[src/rtl/npwt_pkg.sv]
// ----------------------------------------------------------------------------
// npwt_pkg
// Shared types and constants for the nearest point within tolerance lookup.
// ----------------------------------------------------------------------------
`default_nettype none

package npwt_pkg;

   // Table sizes
   localparam int PRIM_DEPTH = 256;
   localparam int SEC_DEPTH  = 1024;

   localparam int PRIM_AW = (PRIM_DEPTH > 1) ? $clog2(PRIM_DEPTH) : 1;
   localparam int SEC_AW  = (SEC_DEPTH > 1) ? $clog2(SEC_DEPTH) : 1;
   localparam int PRIM_CW = $clog2(PRIM_DEPTH + 1);
   localparam int SEC_CW  = $clog2(SEC_DEPTH + 1);
   localparam int SCAN_CW = (PRIM_CW > SEC_CW) ? PRIM_CW : SEC_CW;

   // Field widths
   localparam int OP_W    = 2;
   localparam int KIND_W  = 2;
   localparam int COORD_W = 24;
   localparam int ROT_W   = 16;
   localparam int ID_W    = 16;
   localparam int TOL_W   = 50;
   localparam int SQ_W    = 2 * COORD_W;
   localparam int DIST_W  = SQ_W + 2;

   localparam logic [TOL_W-1:0] TOL_RESET = TOL_W'(65536);

   // Stream widths
   localparam int REQ_TDATA_W = 144;
   localparam int RSP_TDATA_W = 72;

   typedef enum logic [OP_W-1:0] {
      OP_CLEAR    = 2'd0,
      OP_ADD_PRIM = 2'd1,
      OP_ADD_SEC  = 2'd2,
      OP_QUERY    = 2'd3
   } opcode_type;

   typedef enum logic [KIND_W-1:0] {
      KIND_NONE = 2'd0,
      KIND_PRIM = 2'd1,
      KIND_SEC  = 2'd2
   } kind_type;

   typedef enum logic [2:0] {
      ST_IDLE,
      ST_PRIM_SCAN,
      ST_PRIM_DRAIN,
      ST_SEC_SCAN,
      ST_SEC_DRAIN,
      ST_FINISH
   } state_type;

   // One point, as it arrives and as it is stored (last field in the low bits)
   typedef struct packed {
      logic [ID_W-1:0]    template_id;
      logic               has_rot;
      logic [ROT_W-1:0]   rot_z;
      logic [ROT_W-1:0]   rot_y;
      logic [ROT_W-1:0]   rot_x;
      logic [COORD_W-1:0] pos_z;
      logic [COORD_W-1:0] pos_y;
      logic [COORD_W-1:0] pos_x;
   } point_type;

   // Result payload without the kind
   typedef struct packed {
      logic               has_rot;
      logic [ROT_W-1:0]   rot_z;
      logic [ROT_W-1:0]   rot_y;
      logic [ROT_W-1:0]   rot_x;
      logic [ID_W-1:0]    id;
   } match_type;

   // Controller to datapath
   typedef struct packed {
      logic clear;
      logic append_prim;
      logic append_sec;
      logic query_start;
      logic issue_prim;
      logic sec_start;
      logic issue_sec;
      logic load_rsp;
   } cmd_type;

   // Datapath to controller
   typedef struct packed {
      logic prim_done;
      logic sec_done;
      logic pipe_busy;
      logic hit;
      logic rsp_busy;
   } status_type;

endpackage

`default_nettype wire

[src/rtl/npwt_ctrl.sv]
// ----------------------------------------------------------------------------
// npwt_ctrl
// Sequencer: decodes requests, steps the table scans and hands off results.
// ----------------------------------------------------------------------------
`default_nettype none

module npwt_ctrl (
   input  logic                      clock,
   input  logic                      reset,
   input  logic                      req_tvalid,
   output logic                      req_tready,
   input  logic [npwt_pkg::OP_W-1:0] req_opcode,
   input  npwt_pkg::status_type      status,
   output npwt_pkg::cmd_type         cmd
);
   import npwt_pkg::*;

   state_type state_ff;
   state_type state_in;

   // State register
   always_ff @(posedge clock) begin
      if (reset) begin
         state_ff <= ST_IDLE;
      end else begin
         state_ff <= state_in;
      end
   end

   // Next state and commands
   always_comb begin
      state_in   = state_ff;
      req_tready = 1'b0;
      cmd        = '0;
      unique case (state_ff)
         ST_IDLE: begin
            req_tready = 1'b1;
            if (req_tvalid) begin
               unique case (opcode_type'(req_opcode))
                  OP_CLEAR:    cmd.clear       = 1'b1;
                  OP_ADD_PRIM: cmd.append_prim = 1'b1;
                  OP_ADD_SEC:  cmd.append_sec  = 1'b1;
                  OP_QUERY: begin
                     cmd.query_start = 1'b1;
                     state_in        = ST_PRIM_SCAN;
                  end
                  default: ;
               endcase
            end
         end
         ST_PRIM_SCAN: begin
            cmd.issue_prim = 1'b1;
            if (status.prim_done) begin
               state_in = ST_PRIM_DRAIN;
            end
         end
         ST_PRIM_DRAIN: begin
            if (!status.pipe_busy) begin
               if (status.hit) begin
                  state_in = ST_FINISH;
               end else begin
                  cmd.sec_start = 1'b1;
                  state_in      = ST_SEC_SCAN;
               end
            end
         end
         ST_SEC_SCAN: begin
            cmd.issue_sec = 1'b1;
            if (status.sec_done) begin
               state_in = ST_SEC_DRAIN;
            end
         end
         ST_SEC_DRAIN: begin
            if (!status.pipe_busy) begin
               state_in = ST_FINISH;
            end
         end
         ST_FINISH: begin
            // wait for the output register to free up
            if (!status.rsp_busy) begin
               cmd.load_rsp = 1'b1;
               state_in     = ST_IDLE;
            end
         end
         default: state_in = ST_IDLE;
      endcase
   end

endmodule

`default_nettype wire

[config.mk]
export PLATFORM = sky130hd
export DESIGN_NAME = npwt_ctrl
export DESIGN_NICKNAME = d
export VERILOG_FILES = /design/src/rtl/npwt_pkg.sv /design/src/rtl/npwt_ctrl.sv
export SDC_FILE = /design/constraint.sdc
export NUM_CORES = 1
export LEC_CHECK = 0
export ABC_AREA = 1
export BUFFER_PORTS_ARGS = -buffer_cell sky130_fd_sc_hd__buf_2
export CAP_MARGIN = 20
export CORE_AREA = 3 3 40 42
export DETAILED_ROUTE_END_ITERATION = 10
export DIE_AREA = 0 0 43 45
export GPL_TIMING_DRIVEN = 0
export PLACE_DENSITY = 0.67
export SETUP_SLACK_MARGIN = 0.4
export SYNTH_ARGS = -nofsm -noshare
export SYNTH_HDL_FRONTEND = slang
export SYNTH_SLANG_ARGS = --single-unit
[constraint.sdc]
create_clock -name clock -period 1.82 [get_ports clock]
set_input_delay 0.364 -clock clock [delete_from_list [all_inputs] [get_ports clock]]
set_output_delay 0.364 -clock clock [all_outputs]
set_load 0.03 [all_outputs]
Word-level counts from Yosys, hierarchy flattened
Index checks and enable logic that the tools add are counted.
- register bits: 3
- input port bits: 10
- logic and storage cells: 42
- equality and inequality tests: 15
- multiplexer cells: 23
- reduce and logical (&&, ||, !) cells: 3
- operators by type and width (kind ; number):
    2-to-1 mux 3 bit ; 8
    one-hot mux 3 bit (6 select lines) ; 1
    2-to-1 mux 1 bit ; 12
    != test 2 bit, second input constant ; 6
    2-to-1 mux 4 bit ; 2
    AND reduction 7 bit ; 1
    equality test 3 x 2 -> 1 bit, second input constant ; 2
    equality test 3 bit, second input constant ; 2
    equality test 2 bit, second input constant ; 2
    equality test 3 x 1 -> 1 bit, second input constant ; 1
    logical NOT 3 bit ; 1
    equality test 2 x 1 -> 1 bit, second input constant ; 1
    logical NOT 2 bit ; 1
    != test 2 x 1 -> 1 bit, second input constant ; 1

Depth between registers and ports, before layout
- word-level depth: 4
- mapped depth: 9

Least setup slack after synthesis
No wires, ideal clock.
- kind: reg2out
- start point: register state_ff[2]
- end point: output cmd[6] in the netlist's numbering
- arrival time: 1638 ps
- required time: 1456 ps
- setup slack: -182 ps
- cell stages (with the launch flop): 7
- path buffers: 1
- path through: dfxtp_1 buf_6 nor2_2 nand2_2 inv_1 nand2_1 nor3_1
- RTL lines (element ; RTL line ; RTL):
    start: declaration ; npwt_ctrl.sv:18 ; state_type state_ff;
    start signal: assignment ; npwt_ctrl.sv:26 ; state_ff <= state_in;
    end: declaration ; npwt_ctrl.sv:14 ; output npwt_pkg::cmd_type cmd

==> results.md <==
* Met2 routed WL at just under 900 um
* Post-synthesis area per instance at roughly 5.8 um^2
* Static leakage at between 0.4 and 0.5 nW
* Register area at around 64 um^2
* Die ar. at 1940 um^2
* Largest register FFs at 3
* Post-synth top area share at between 10% and 20%
* Die H at around 45 um
* Yosys warns at 0
* Max VDD drop at just under 0.0007 V
* Die width at roughly 43 um
* Sequential area share after synthesis at ~15%
* Routability cong. at just over 0.8
* Area growth, synth to finish at 120%
* WHS at approximately 370 ps
* WL/cell at between 10 and 15 um
* Count of cell types in the netlist at 15
* Setup TNS at 0 ps
* Worst-margin pin slew at around 240 ps
* Largest area contributor in the netlist: dfxtp_1
* Pwr/cell area at about 1600 nW/um^2
* Row count at 13
* Initial Utilization at 31.9%
* Post-synth EDFFs at 0
* Worst stage delay on the critical path at between 300 and 400 ps
* Initial antenna violation count at 0
* Root Driver: clkbuf_4
* Finish-stage setup viols at 0
* Post-synthesis register bit count at 3
* Outcome: finished, final reports clean
* Mapped Area at 410 um^2
* Clock buffer depth at 2
* Number of global-route vias before repair at approximately 550
* Antenna diode count at 0
* Worst path cell trace: buf_6, nor2_4, nand2_4, nor4_2, buf_4
* # hold bufs at CTS at 0
* Max Slew Vio Count at 0
* Crit path max-delay cell type: dfxtp_2
* DR pass1 iterations at 2
* CTS Sinks at 3
* IO Port Bufs at 18
* DRC Markers at 0
* Share of layout cells above drive strength 1 at 74.1%
* Met1 wire length at 776 um
* Crit. End Element: output pin
* Cell area after layout at roughly 900 um^2
* Fin crit share at between 90% and 100%
* Vias at 603
* DRT Wirelength at 1.77 mm
* Post-synth top flop: dfxtp_1
* Largest net degree at the start of global routing at 9
* Gate count of the mapped netlist at between 70 and 80
* Arr. time, crit path at 1300 ps
* Via density at around 4.7
* CP Max Fanout at 5
* Largest Register: state_ff
* Nets@finish at about 120
* Final min period at roughly 1700 ps
* Largest cells by area after synthesis: dfxtp_1, nand3_1, nand2_1, nor2_1, buf_6
* Largest registers: state_ff: 3 flops
* Type of the worst setup path: flop to output pin
* Most frequent cells after synthesis: nand2_1, nor2_1, nand3_1, inv_1
* Clk_lat worst skew at roughly 240 ps
* Remaining global-route overflow at 0
* Share of synthesized registers carrying an async set or reset at 0%
* Footprint of the multi-input gates at 427 um^2
* Slew HR at between 80% and 90%
* Largest delay share family, worst path: simple AND/OR/NAND/NOR gates
* CTS tree: done
* Reg clk slew, reported paths at approximately 40 ps
* Startpoint types: flop
* Buf/Inv on CP at 2
* Total track usage at 15.4%
* Final hold violation count at 0
* Top sig layer: met4
* Min-Delay Path Class: input port to flop
* Syn nets at roughly 80
* First-pass GRT wire length at around 2.3 mm
* Post-Place Cell Area at 562 um^2
* IO Count at 19
* Filler cells at 94
* Max Cap Viol at 0
* CTS HTree Levels at 1
* CTS Buf Count at 3
* Initial DRC Count at 7
* Core Box Area at around 1300 um^2
* Post-route ant nets at 0
* RSZ-0062 raised after global routing: true
* Achievable frequency at 602 MHz
* Hpwl dp at between 700 and 800 um
* Met3 WL at 57 um
* Data required, critical path at between 1000 and 1500 ps
* Fin Clk Skew at between 5 and 6 ps
[metrics by stage]
stage | setup WS [ps] | utilization, % | std cells | power, mW
global placement | 230 | 43.7 | 104 | 0.772
global route | 88.3 | 70.4 | 127 | 1.53
floorplan | 191 | - | 71 | 0.656
detailed placement | 223 | 43.7 | 104 | 0.773
finish | 160 | 70.4 | 127 | 1.44
CTS | 190 | 58.7 | 121 | 1.16
[cell type report]
cell class | instances | share of cell area, %
plain buffers | 3 | 3.73
multi-input cells | 55 | 47.2
repair buffers | 37 | 32.2
flip-flops and latches | 3 | 7.05
inverters | 10 | 4.84
clock buffers | 4 | 2.90
well taps | 15 | 2.07
[tightest hold or removal path: stages]
cell and delay (ps):
buf_2 70, inv_1 50, nand2_1 50, nor2_1 40
[placed cells by master (no fill, tap or decap), types with 2 or more instances in the layout]
cell type,instances
nand2_1,8
buf_4,15
nand2_4,4
nand3_1,3
inv_2,2
inv_1,6
nand3_2,7
nor3_2,2
dfxtp_2,3
nor2_2,3
nor2_1,9
buf_2,11
nand2_2,4
clkbuf_4,3
nor2_4,8
buf_6,14
a21oi_2,2
[report_power, final]
| group | internal (mW) | total [mW] | switching (mW) |
|---|---|---|---|
| logic | 0.543 | 1.21 | 0.667 |
| clock network | 0.0824 | 0.121 | 0.0384 |
| registers | 0.0969 | 0.113 | 0.0163 |
[path summary, 6_finish.rpt]
check,from,end,slack (ps),cells past startpoint
worst max-delay path,state_ff[2]$_SDFFE_PP0P_,cmd[7],160,5
worst min-delay path,reset,state_ff[2]$_SDFFE_PP0P_,370,4
worst max register to register,state_ff[0]$_SDFFE_PP0P_,state_ff[2]$_SDFFE_PP0P_,380,11
worst min register to register,state_ff[2]$_SDFFE_PP0P_,state_ff[2]$_SDFFE_PP0P_,660,3
[routing by layer]
layer  vias up  GRT usage [%]
met5         -              0
met4         0           3.61
met3         4           2.79
met2        15           28.4
met1       275           18.5
li1        309              -
[cells by family (layout without fill, tap and decap cells)]
kind of cell | count (synthesis) | count (layout) | synth area share [%]
DFF | 3 | 3 | 14.6
buffers and inverters | 13 | 54 | 17.4
and+or+nand+nor | 53 | 53 | 65.5
AOI/OAI and AO/OA | 2 | 2 | 2.44
[what timing repair did]
item	4_1_cts	5_1_grt
pin swaps	5	15
cloned	1	0
buffers inserted	12	6
endpoints found under the setup margin	9	12
resized for setup	24	26
endpoints found under the hold margin	0	0
No activity file was read; power rests on OpenSTA's default activity.
